## src/rtl/core/rlp_typed_transaction_serializer_top_defines.svh

```systemverilog
// Assertion macros for the typed transaction serializer.
// Included by the top level; expects aclk and aresetn in scope.
`ifndef RLP_TYPED_TRANSACTION_SERIALIZER_TOP_DEFINES_SVH
`define RLP_TYPED_TRANSACTION_SERIALIZER_TOP_DEFINES_SVH

// Same-cycle implication, off during reset.
`define RLP_ASSERT_IMP(label, ante, cons, msg) \
    label: assert property (@(posedge aclk) disable iff (!aresetn) (ante) |-> (cons)) \
        else $error(msg);

// Next-cycle implication, off during reset.
`define RLP_ASSERT_NXT(label, ante, cons, msg) \
    label: assert property (@(posedge aclk) disable iff (!aresetn) (ante) |=> (cons)) \
        else $error(msg);

`endif

```

## src/rtl/core/rlp_pkg.sv

```systemverilog
// Shared types, codes and constants of the typed transaction serializer.
// No dependencies; imported by every module of the block.
package rlp_pkg;

    localparam int MAX_CALLDATA_DEF = 256;

    // Command codes (carried in tuser)
    localparam logic [1:0] CMD_LOAD_INT  = 2'd0;
    localparam logic [1:0] CMD_LOAD_BYTE = 2'd1;
    localparam logic [1:0] CMD_BEGIN     = 2'd2;
    localparam logic [1:0] CMD_READ      = 2'd3;

    // Byte targets
    localparam logic [1:0] TGT_ADDR = 2'd0;
    localparam logic [1:0] TGT_DATA = 2'd1;

    // Integer field holding the calldata length
    localparam logic [2:0] FIELD_CD_LEN = 3'd7;

    // Status codes
    localparam logic [1:0] ST_OK       = 2'd0;
    localparam logic [1:0] ST_LIMIT    = 2'd1;
    localparam logic [1:0] ST_CALLDATA = 2'd2;

    // Report kinds
    localparam logic KIND_REPORT = 1'b0;
    localparam logic KIND_DATA   = 1'b1;

    // Register indexes
    localparam logic REG_INCLUDE_SIG  = 1'b0;
    localparam logic REG_OUTPUT_LIMIT = 1'b1;

    // RLP prefixes
    localparam logic [7:0] STR_SHORT  = 8'h80;
    localparam logic [7:0] STR_LONG   = 8'hB7;
    localparam logic [7:0] LIST_SHORT = 8'hC0;
    localparam logic [7:0] LIST_LONG  = 8'hF7;
    localparam logic [7:0] TX_TYPE    = 8'h02;
    localparam int         SHORT_MAX  = 55;
    localparam int         ADDR_LEN   = 20;

    // Byte store map: address at 0, r at 32, s at 64, calldata at 256
    localparam int         STORE_DEPTH = 512;
    localparam int         STORE_AW    = $clog2(STORE_DEPTH);
    localparam logic [8:0] SRC_SIG_BASE = 9'd32;
    localparam logic [8:0] SRC_CD_BASE  = 9'd256;
    // Items start here in the output store; prefix and list header sit below
    localparam logic [8:0] HDR_ROOM = 9'd4;

    // List items in encoding order
    localparam logic [3:0] ITEM_GAS   = 4'd4;
    localparam logic [3:0] ITEM_ADDR  = 4'd5;
    localparam logic [3:0] ITEM_VALUE = 4'd6;
    localparam logic [3:0] ITEM_DATA  = 4'd7;
    localparam logic [3:0] ITEM_ACL   = 4'd8;
    localparam logic [3:0] ITEM_V     = 4'd9;
    localparam logic [3:0] ITEM_R     = 4'd10;
    localparam logic [3:0] ITEM_S     = 4'd11;

    typedef logic [6:0][63:0] int_fields_t;

    typedef enum logic [1:0] {T_IDLE, T_ENC, T_RD} top_state_t;
    typedef enum logic [2:0] {E_IDLE, E_SCAN, E_ITEM, E_HDR, E_DONE} enc_state_t;

    typedef struct packed {
        logic       done;
        logic [1:0] status;
        logic [9:0] length;
        logic [1:0] base;
    } enc_res_t;

    // Leading zero bytes of a 64-bit word, 0..8
    function automatic logic [3:0] lz_bytes(input logic [63:0] v);
        logic [3:0] cnt;
        logic       found;
        cnt   = 4'd0;
        found = 1'b0;
        for (int k = 0; k < 8; k++) begin
            if (!found && v[63 - 8 * k -: 8] == 8'd0) begin
                cnt = cnt + 4'd1;
            end else begin
                found = 1'b1;
            end
        end
        return cnt;
    endfunction

endpackage

```

## src/rtl/core/rlp_enc.sv

```systemverilog
// Encoding sequencer: scans the signature, streams list items into the
// output store, then places the type prefix and list header. Uses rlp_pkg.
module rlp_enc import rlp_pkg::*; #(
    parameter int MAX_CALLDATA = MAX_CALLDATA_DEF,
    localparam int CDL_W = $clog2(MAX_CALLDATA + 2)
) (
    input  logic                aclk,
    input  logic                aresetn,
    input  logic                start,
    input  int_fields_t         int_fields,
    input  logic [CDL_W-1:0]    cd_len,
    input  logic                include_sig,
    input  logic [9:0]          output_limit,
    output logic [8:0]          src_raddr,
    input  logic [7:0]          src_rdata,
    output logic                out_we,
    output logic [8:0]          out_waddr,
    output logic [7:0]          out_wdata,
    output enc_res_t            res
);

    localparam logic [6:0] SCAN_LAST = 7'd64;

    enc_state_t state_reg, state_next;

    logic [6:0] sc_reg, sc_d_reg;
    logic       pv_reg;
    logic       fr_reg, fs_reg;
    logic [5:0] lzr_reg, lzs_reg;
    logic [7:0] fbr_reg, fbs_reg;
    logic [7:0] cd0_reg;
    logic [3:0] item_reg;
    logic [8:0] j_reg;
    logic [8:0] fill_reg;
    logic [1:0] hcnt_reg;
    logic       cderr_reg;
    logic       wv_reg;
    logic       wsrc_reg;
    logic [8:0] wa_reg;
    logic [7:0] wconst_reg;

    logic       cd_err;
    logic [2:0] fi;
    logic [63:0] iv;
    logic [3:0] ilz, in_n;
    logic [1:0] hn;
    logic [8:0] dn;
    logic [7:0] h0, h1, h2;
    logic       is_src;
    logic [8:0] sbase;
    logic [8:0] k;
    logic [2:0] pos;
    logic [7:0] ibyte;
    logic [7:0] item_byte;
    logic       last_step;
    logic [5:0] slz, sn;
    logic [7:0] sfb;
    logic [8:0] cdl;
    logic [1:0] hl;
    logic [7:0] hb0, hb1;
    logic [7:0] hdr_byte;
    logic [9:0] total;

    assign cd_err = 9'(cd_len) > 9'(MAX_CALLDATA);
    assign cdl    = 9'(cd_len);

    // Current item: header bytes, data count and data source
    always_comb begin
        unique case (item_reg)
            ITEM_VALUE: fi = 3'd5;
            ITEM_V:     fi = 3'd6;
            default:    fi = item_reg[2:0];
        endcase
        iv    = int_fields[fi];
        ilz   = lz_bytes(iv);
        in_n  = 4'd8 - ilz;
        slz   = (item_reg == ITEM_R) ? lzr_reg : lzs_reg;
        sfb   = (item_reg == ITEM_R) ? fbr_reg : fbs_reg;
        sn    = 6'd32 - slz;
        hn    = 2'd1;
        dn    = 9'd0;
        h0    = STR_SHORT;
        h1    = 8'd0;
        h2    = 8'd0;
        is_src = 1'b0;
        sbase = 9'd0;
        priority if (item_reg == ITEM_ADDR) begin
            h0     = STR_SHORT + 8'(ADDR_LEN);
            dn     = 9'(ADDR_LEN);
            is_src = 1'b1;
        end else if (item_reg == ITEM_DATA) begin
            is_src = 1'b1;
            sbase  = SRC_CD_BASE;
            dn     = cdl;
            if (cdl == 9'd1 && !cd0_reg[7]) begin
                hn = 2'd0;
            end else if (cdl <= 9'(SHORT_MAX)) begin
                h0 = STR_SHORT + cdl[7:0];
            end else if (!cdl[8]) begin
                hn = 2'd2;
                h0 = STR_LONG + 8'd1;
                h1 = cdl[7:0];
            end else begin
                hn = 2'd3;
                h0 = STR_LONG + 8'd2;
                h1 = {7'd0, cdl[8]};
                h2 = cdl[7:0];
            end
        end else if (item_reg == ITEM_ACL) begin
            h0 = LIST_SHORT;
        end else if (item_reg == ITEM_R || item_reg == ITEM_S) begin
            is_src = 1'b1;
            sbase  = SRC_SIG_BASE + ((item_reg == ITEM_S) ? 9'd32 : 9'd0) + 9'(slz);
            if (sn == 6'd0) begin
                dn = 9'd0;
            end else if (sn == 6'd1 && !sfb[7]) begin
                hn = 2'd0;
                dn = 9'd1;
            end else begin
                h0 = STR_SHORT + 8'(sn);
                dn = 9'(sn);
            end
        end else begin
            if (in_n == 4'd0) begin
                dn = 9'd0;
            end else if (in_n == 4'd1 && !iv[7]) begin
                hn = 2'd0;
                dn = 9'd1;
            end else begin
                h0 = STR_SHORT + 8'(in_n);
                dn = 9'(in_n);
            end
        end
        k         = j_reg - 9'(hn);
        pos       = ilz[2:0] + k[2:0];
        ibyte     = 8'(iv >> {3'd7 - pos, 3'b000});
        last_step = (j_reg == 9'(hn) + dn - 9'd1);
        if (j_reg < 9'(hn)) begin
            unique case (j_reg[1:0])
                2'd0:    item_byte = h0;
                2'd1:    item_byte = h1;
                default: item_byte = h2;
            endcase
        end else begin
            item_byte = ibyte;
        end
    end

    // List header from the final byte count of the items
    always_comb begin
        if (fill_reg <= 9'(SHORT_MAX)) begin
            hl  = 2'd1;
            hb0 = LIST_SHORT + fill_reg[7:0];
        end else if (!fill_reg[8]) begin
            hl  = 2'd2;
            hb0 = LIST_LONG + 8'd1;
        end else begin
            hl  = 2'd3;
            hb0 = LIST_LONG + 8'd2;
        end
        hb1 = (hl == 2'd2) ? fill_reg[7:0] : {7'd0, fill_reg[8]};
        unique case (hcnt_reg)
            2'd0:    hdr_byte = TX_TYPE;
            2'd1:    hdr_byte = hb0;
            2'd2:    hdr_byte = hb1;
            default: hdr_byte = fill_reg[7:0];
        endcase
        total = 10'd1 + 10'(hl) + 10'(fill_reg);
    end

    always_comb begin
        state_next = state_reg;
        src_raddr  = 9'd0;
        unique case (state_reg)
            E_IDLE: begin
                if (start) begin
                    state_next = cd_err ? E_DONE : E_SCAN;
                end
            end
            E_SCAN: begin
                src_raddr = (sc_reg == SCAN_LAST) ? SRC_CD_BASE : SRC_SIG_BASE + 9'(sc_reg);
                if (pv_reg && sc_d_reg == SCAN_LAST) begin
                    state_next = E_ITEM;
                end
            end
            E_ITEM: begin
                src_raddr = sbase + k;
                if (last_step && (item_reg == ITEM_S || (item_reg == ITEM_ACL && !include_sig)))
                begin
                    state_next = E_HDR;
                end
            end
            E_HDR: begin
                if (hcnt_reg == hl) begin
                    state_next = E_DONE;
                end
            end
            E_DONE: state_next = E_IDLE;
            default: state_next = E_IDLE;
        endcase
    end

    always_ff @(posedge aclk) begin
        if (!aresetn) begin
            state_reg <= E_IDLE;
            wv_reg    <= 1'b0;
            pv_reg    <= 1'b0;
        end else begin
            state_reg <= state_next;
            wv_reg    <= (state_reg == E_ITEM) || (state_reg == E_HDR);
            pv_reg    <= (state_reg == E_SCAN);
        end
    end

    always_ff @(posedge aclk) begin
        unique case (state_reg)
            E_IDLE: begin
                cderr_reg <= cd_err;
                sc_reg    <= 7'd0;
                fr_reg    <= 1'b0;
                fs_reg    <= 1'b0;
                lzr_reg   <= 6'd32;
                lzs_reg   <= 6'd32;
                fbr_reg   <= 8'd0;
                fbs_reg   <= 8'd0;
            end
            E_SCAN: begin
                if (sc_reg != SCAN_LAST) begin
                    sc_reg <= sc_reg + 7'd1;
                end
                sc_d_reg <= sc_reg;
                if (pv_reg) begin
                    // first nonzero byte of r, then of s
                    if (sc_d_reg[6:5] == 2'b00 && !fr_reg && src_rdata != 8'd0) begin
                        fr_reg  <= 1'b1;
                        lzr_reg <= {1'b0, sc_d_reg[4:0]};
                        fbr_reg <= src_rdata;
                    end
                    if (sc_d_reg[6:5] == 2'b01 && !fs_reg && src_rdata != 8'd0) begin
                        fs_reg  <= 1'b1;
                        lzs_reg <= {1'b0, sc_d_reg[4:0]};
                        fbs_reg <= src_rdata;
                    end
                    if (sc_d_reg == SCAN_LAST) begin
                        cd0_reg  <= src_rdata;
                        item_reg <= 4'd0;
                        j_reg    <= 9'd0;
                        fill_reg <= 9'd0;
                    end
                end
            end
            E_ITEM: begin
                wa_reg     <= HDR_ROOM + fill_reg;
                fill_reg   <= fill_reg + 9'd1;
                wsrc_reg   <= is_src && (j_reg >= 9'(hn));
                wconst_reg <= item_byte;
                hcnt_reg   <= 2'd0;
                if (last_step) begin
                    j_reg    <= 9'd0;
                    item_reg <= item_reg + 4'd1;
                end else begin
                    j_reg <= j_reg + 9'd1;
                end
            end
            E_HDR: begin
                wa_reg     <= 9'(2'd3 - hl) + 9'(hcnt_reg);
                wsrc_reg   <= 1'b0;
                wconst_reg <= hdr_byte;
                hcnt_reg   <= hcnt_reg + 2'd1;
            end
            default: begin
            end
        endcase
    end

    assign out_we    = wv_reg;
    assign out_waddr = wa_reg;
    assign out_wdata = wsrc_reg ? src_rdata : wconst_reg;

    always_comb begin
        res.done = (state_reg == E_DONE);
        if (cderr_reg) begin
            res.status = ST_CALLDATA;
        end else if (total > output_limit) begin
            res.status = ST_LIMIT;
        end else begin
            res.status = ST_OK;
        end
        res.length = (res.status == ST_OK) ? total : 10'd0;
        res.base   = 2'd3 - hl;
    end

endmodule

```

## config.mk

```make
export PLATFORM = sky130hd
export DESIGN_NAME = rlp_enc
export DESIGN_NICKNAME = d
export VERILOG_FILES = /design/src/rtl/core/rlp_typed_transaction_serializer_top_defines.svh /design/src/rtl/core/rlp_pkg.sv /design/src/rtl/core/rlp_enc.sv
export SDC_FILE = /design/constraint.sdc
export NUM_CORES = 1
export LEC_CHECK = 0
export ABC_AREA = 1
export BUFFER_PORTS_ARGS = -buffer_cell sky130_fd_sc_hd__buf_2
export CAP_MARGIN = 40
export CORE_AREA = 2 2 205 207
export CTS_CLUSTER_SIZE = 8
export DETAILED_ROUTE_END_ITERATION = 8
export DIE_AREA = 0 0 207 209
export MAX_ROUTING_LAYER = met4
export PLACE_DENSITY = 0.54
export SLEW_MARGIN = 40
export SYNTH_ARGS = -nofsm -noshare
export SYNTH_HDL_FRONTEND = slang
export SYNTH_SLANG_ARGS = --single-unit
export TNS_END_PERCENT = 10
```

## constraint.sdc

```tcl
create_clock -name aclk -period 21 [get_ports aclk]
set_clock_uncertainty 0.15 [all_clocks]
set_input_delay 3.15 -clock aclk [delete_from_list [all_inputs] [get_ports aclk]]
set_output_delay 3.15 -clock aclk [all_outputs]
set_load 0.05 [all_outputs]
```

-- Yosys cells after proc, flatten, opt, wreduce, memory -nomap -nowiden
Cells that the tools add are included.
- input bits: 479
- word-level logic and storage cells: 276
- register bits: 100
- output and inout bits: 42
- add/sub/neg operators: 33
- shift operators: 1
- multiplexer cells: 122
- reductions and logical operators: 59
- $lt $le $gt $ge: 7
- eq/ne operators: 34
- operator list (kind ; count):
    $mux W8 ; 31
    $bmux W64 S3 ; 1
    $mux W9 ; 10
    $pmux W9 S2 ; 4
    $logic_not A8 Y1 ; 8
    $mux W64 ; 1
    $pmux W8 S2 ; 4
    $shr A64 B6 Y8 ; 1
    $mux W4 ; 12
    $mux W6 ; 8
    $add A4 B1 Y4 const B ; 8
    $mux W1 ; 25
    $pmux W6 S2 ; 2
    $pmux W8 S3 ; 1
    $add A9 B1 Y9 const B ; 2
    $le A9 B6 Y1 const B ; 2
    $logic_and A1 B1 Y1 ; 18
    $add A8 B8 Y8 const A ; 2
    $eq A4 B4 Y1 const B ; 4
    $mux W2 ; 8
    $mux W3 ; 5
    $eq A7 B7 Y1 const B ; 2
    $ne A2 B2 Y1 const B ; 7
    $pmux W7 S2 ; 1
    57 further kinds ; 89

-- Depth between registers and ports, before layout
- depth after elaboration: 40
- mapped depth: 65
- mapped depth without buffers: 64

-- Worst setup path before layout
Ideal clock, no wire load.
- path type: in2out
- from: in int_fields[120] (netlist bit)
- to: out src_raddr[7]
- cell stages on the path: 54
- setup slack: 7413 ps
- path buffers: 0
- data arrival time: 10287 ps
- cells stage by stage: inv_1 -> nand3_1 -> nand3_1 -> nand3_1 -> nand2_1 -> nand2_1 -> nor2_1 -> nand2_1 -> a31oi_1 -> ha_1 -> inv_1 -> nand2_1 -> nand2_1 -> inv_1 -> ha_1 -> inv_1 -> nand4_1 -> nand2_1 -> [18 not listed] -> inv_2 -> ha_1 -> inv_1 -> fa_1 -> xnor2_1 -> ha_1 -> nand2_1 -> nor2_1 -> a211oi_1 -> nor2_1 -> nor2_1 -> inv_1 -> a21oi_1 -> nor2_1 -> nor2_1 -> o21bai_1 -> xor2_1 -> o21ai_0
- cells in the longest elaborated chain, start to end: 35
- ends and longest elaborated chain (what ; RTL line ; source):
    from (decl) ; rlp_enc.sv:10 ; input int_fields_t int_fields,
    $bmux W64 S3 * ; rlp_enc.sv:74 ; iv = int_fields[fi];
    $mux W64 (implied by the code) * ; rlp_enc.sv:74 ;
    $logic_not A8 Y1 * ; rlp_pkg.sv:79 ; if (!found && v[63 - 8 * k -: 8] == 8'd0) begin
    branches (longest 19 deep; another with $add A4 B1 Y4) ; n/a ;
    $mux W4 * ; rlp_pkg.sv:79 ;
    $sub A4 B4 Y4 * ; rlp_enc.sv:76 ; in_n = 4'd8 - ilz;
    $eq A4 B1 Y1 ; rlp_enc.sv:126 ; end else if (in_n == 4'd1 && !iv[7]) begin
    $logic_and A1 B1 Y1 ; rlp_enc.sv:126 ;
    $mux W1 ; rlp_enc.sv:126 ;
    $mux W1 * ; rlp_enc.sv:124 ; if (in_n == 4'd0) begin
    $mux W2 * ; rlp_enc.sv:111 ; end else if (item_reg == ITEM_R || item_reg == ITEM_S) begin
    $mux W2 * ; rlp_enc.sv:109 ; end else if (item_reg == ITEM_ACL) begin
    $mux W2 * ; rlp_enc.sv:91 ; end else if (item_reg == ITEM_DATA) begin
    $mux W2 * ; rlp_enc.sv:87 ; priority if (item_reg == ITEM_ADDR) begin
    $sub A9 B2 Y9 * ; rlp_enc.sv:134 ; k = j_reg - 9'(hn);
    $add A9 B9 Y9 * ; rlp_enc.sv:187 ; src_raddr = sbase + k;
    $pmux W9 S2 * ; rlp_enc.sv:174 ; unique case (state_reg)
    to (decl) ; rlp_enc.sv:14 ; output logic [8:0] src_raddr,
Every way passes the cells marked *. The select of a mux whose other input is x is not followed.

-- Worst setup path after layout
- from: in int_fields[363] (netlist bit)
- to: out src_raddr[7]
- cells in the longest elaborated chain, start to end: 32
- ends and longest elaborated chain (what ; RTL line):
    $bmux W64 S3 * ; rlp_enc.sv:74
    $mux W64 (implied by the code) * ; rlp_enc.sv:74
    $logic_not A8 Y1 * ; rlp_pkg.sv:79
    $logic_and A1 B1 Y1 * ; rlp_pkg.sv:79
    branches (longest 15 deep; another with $add A4 B1 Y4) ; n/a
    $mux W4 * ; rlp_pkg.sv:79
    $sub A4 B4 Y4 * ; rlp_enc.sv:76
    $eq A4 B1 Y1 ; rlp_enc.sv:126
    [2 not listed] ; n/a
    $mux W1 * ; rlp_enc.sv:124
    $mux W2 * ; rlp_enc.sv:111
    $mux W2 * ; rlp_enc.sv:109
    $mux W2 * ; rlp_enc.sv:91
    $mux W2 * ; rlp_enc.sv:87
    $sub A9 B2 Y9 * ; rlp_enc.sv:134
    $add A9 B9 Y9 * ; rlp_enc.sv:187
    $pmux W9 S2 * ; rlp_enc.sv:174
Marked as above.

==> results.sh <==
export IMPL_cts_hold_fix_buffers=0
export IMPL_worst_setup_path_end_kind="output pin"
export IMPL_syn_avg_cell_area_sq_um=5.78
export IMPL_routed_wl_mm=58.1
export IMPL_gr_usage_all_layers=0.266
export IMPL_synth_seq_cells=79
export IMPL_cts_resized=0
export IMPL_min_period_ns=13.88
export IMPL_numCtsBuffers=9
export IMPL_die_area_sq_um=43300
export IMPL_grt_pass1_wl_mm=88.1
export IMPL_synth_commonest_cells="nand2_1, inv_1, nand3_1"
export IMPL_post_synth_num_cell_types=58
export IMPL_place_hpwl_mm=47.3
export IMPL_port_buffers=520
export IMPL_clk_pin_slew_ns=0.07
export IMPL_p_per_area_nw_per_um2=164
export IMPL_start_util=0.308
export IMPL_yosysTopAreaCell="edfxtp_1"
export IMPL_ant_nets=0
export IMPL_first_pass_iters=5
export IMPL_multiInputGateArea_sq_um=8280
export IMPL_slew_viol_final=0
export IMPL_fillers=4702
export IMPL_hold_viol=0
export IMPL_worstMarginPinSlew_ns=0.833
export IMPL_coreArea_sq_um=41300
export IMPL_synth_edff_count=74
export IMPL_synth_main_ff_cell="edfxtp_1"
export IMPL_fin_setup_tns_ns=0
export IMPL_fmax_ghz=0.0721
export IMPL_yosysWarningCount=0
export IMPL_seqCellArea_sq_um=2320
export IMPL_drc_errors=0
export IMPL_worstHoldPathType="flop to flop"
export IMPL_ir_worst_vdd_mv=0.0930
export IMPL_synth_most_common_cell="nand2_1"
export IMPL_finalSetupViolCount=0
export IMPL_pin_count=521
export IMPL_clock_latency_ns=0.35
export IMPL_cts_sinks=79
export IMPL_instances_no_fill=3180
export IMPL_grt_setup_unrepaired="false"
export IMPL_p_leak_nw=8.93
export IMPL_place_ws_ns=7.15
export IMPL_outcome="completed"
export IMPL_dp_cells=3156
export IMPL_max_stage_delay_ns=0.41
export IMPL_synth_cells=2196
export IMPL_grt_max_degree=99
export IMPL_vias_per_cell=5.03
export IMPL_grt_pass1_vias=15317
export IMPL_critPathLaunchType="input port"
export IMPL_vias=15997
export IMPL_area_growth_pct=25.5
export IMPL_crit_type="input port to output pin"
export IMPL_syn_nets=2746
export IMPL_grt_remaining_overflow=0
export IMPL_path_common_cell="nand2_1"
export IMPL_synthArstFlopShare=0
export IMPL_syn_area_sq_um=12700
export IMPL_clock_path_buffers=2
export IMPL_cts_tree="built"
export IMPL_period_share=0.661
export IMPL_holdWs_ns=0.346
export IMPL_gp_congestion=0.924
export IMPL_required_ns=17.70
export IMPL_synth_top_area_share=0.175
export IMPL_worst_slack_ns=7.12
export IMPL_cts_setup_buffers=0
export IMPL_wire_per_inst_um=18.3
export IMPL_yosys_top_cells_area="edfxtp_1, nand2_1, nand3_1, inv_1, ha_1"
export IMPL_relSlewSlack=0.444
export IMPL_seq_area_frac_synth=0.183
export IMPL_cts_root_buffer="clkbuf_16"
export IMPL_cpMaxStageDelayCell="fa_1"
export IMPL_drt_iter0_markers=1309
export IMPL_crit_fanout=4
export IMPL_cp_arrival_ns=10.58
export IMPL_rows=75
export IMPL_r2r_slack_ns=10.11
export IMPL_fin_nets=3179
export IMPL_antenna_found_initial=18
export IMPL_cap_violations=0
export IMPL_drive_above_1_share=0.233
export IMPL_die_x_um=207
export IMPL_h_tree_depth=3
export IMPL_die_y_um=209
## routing by layer
layer / GRT usage / part of all wire / up-vias
met5: - / 0 / -
met4: 0.0601 / 0.023 / 0
met3: 0.0274 / 0.046 / 71
met2: 0.473 / 0.50 / 568
met1: 0.323 / 0.43 / 7446
li1: - / - / 7912
## report_power, final
part,total (mW),internal (mW),switching (mW)
logic,2.10,0.628,1.48
registers,0.342,0.281,0.0610
clock network,0.167,0.0947,0.0723
## cells by family after synthesis
kind of cell             count (synthesis)  synth area share
adder cells (fa/ha/maj)                 71            0.0735
XOR/XNOR                                41            0.0289
AO/OA/AOI/OAI                          291             0.132
AND/OR/NAND/NOR                       1158             0.398
multiplexers                            19            0.0158
buffers and inverters                  537             0.168
flip-flops                              79             0.183
## placed cells by master, fill, tap and decap left out, drive strengths merged, types with 8 or more instances in the layout
cell type,count
buf,534
nand2,528
inv,425
nand3,336
nor2,208
o21ai,155
edfxtp,74
ha,65
a21oi,48
o211ai,31
xor2,30
or2,28
nand4,20
nor3,19
o22ai,13
mux2i,11
o221ai,11
xnor2,11
clkbuf,9
nor4,8
mux2,8
## through the flow
stage          utilization  instance area (sq um)  total power, mW
2_1_floorplan            -                  12700             1.82
3_3_place_gp         0.377                  15600             2.42
3_5_place_dp         0.377                  15600             2.43
4_1_cts              0.385                  15900             2.60
5_1_grt              0.386                  15900             2.86
6_report             0.386                  15900             2.61
## layout make-up
class | instances | area share
diodes | 7 | 0.00110
clock buffers | 9 | 0.0141
clock inverters | 7 | 0.00557
inverters | 425 | 0.100
multi-input cells | 1580 | 0.519
flip-flops and latches | 79 | 0.146
well taps | 539 | 0.0423
repair buffers | 534 | 0.172
## final timing paths
| check | endpoint | cells past startpoint | start |
|---|---|---|---|
| setup / recovery | src_raddr[7] | 56 | int_fields[363] |
| hold / removal | sc_d_reg[3] | 0 | sc_reg[3] |
| setup reg to reg | wconst_reg[2] | 51 | item_reg[0] |
| hold reg to reg | sc_d_reg[3] | 0 | sc_reg[3] |
## critical path, delay by kind of cell
| family | cells | cell delay [ns] |
|---|---|---|
| simple gates | 27 | 2.69 |
| fa+ha+maj | 9 | 2.38 |
| compound gates | 6 | 0.99 |
| buf+inv | 12 | 0.95 |
| xor+xnor | 2 | 0.43 |
(Power assumes the default switching activity.)
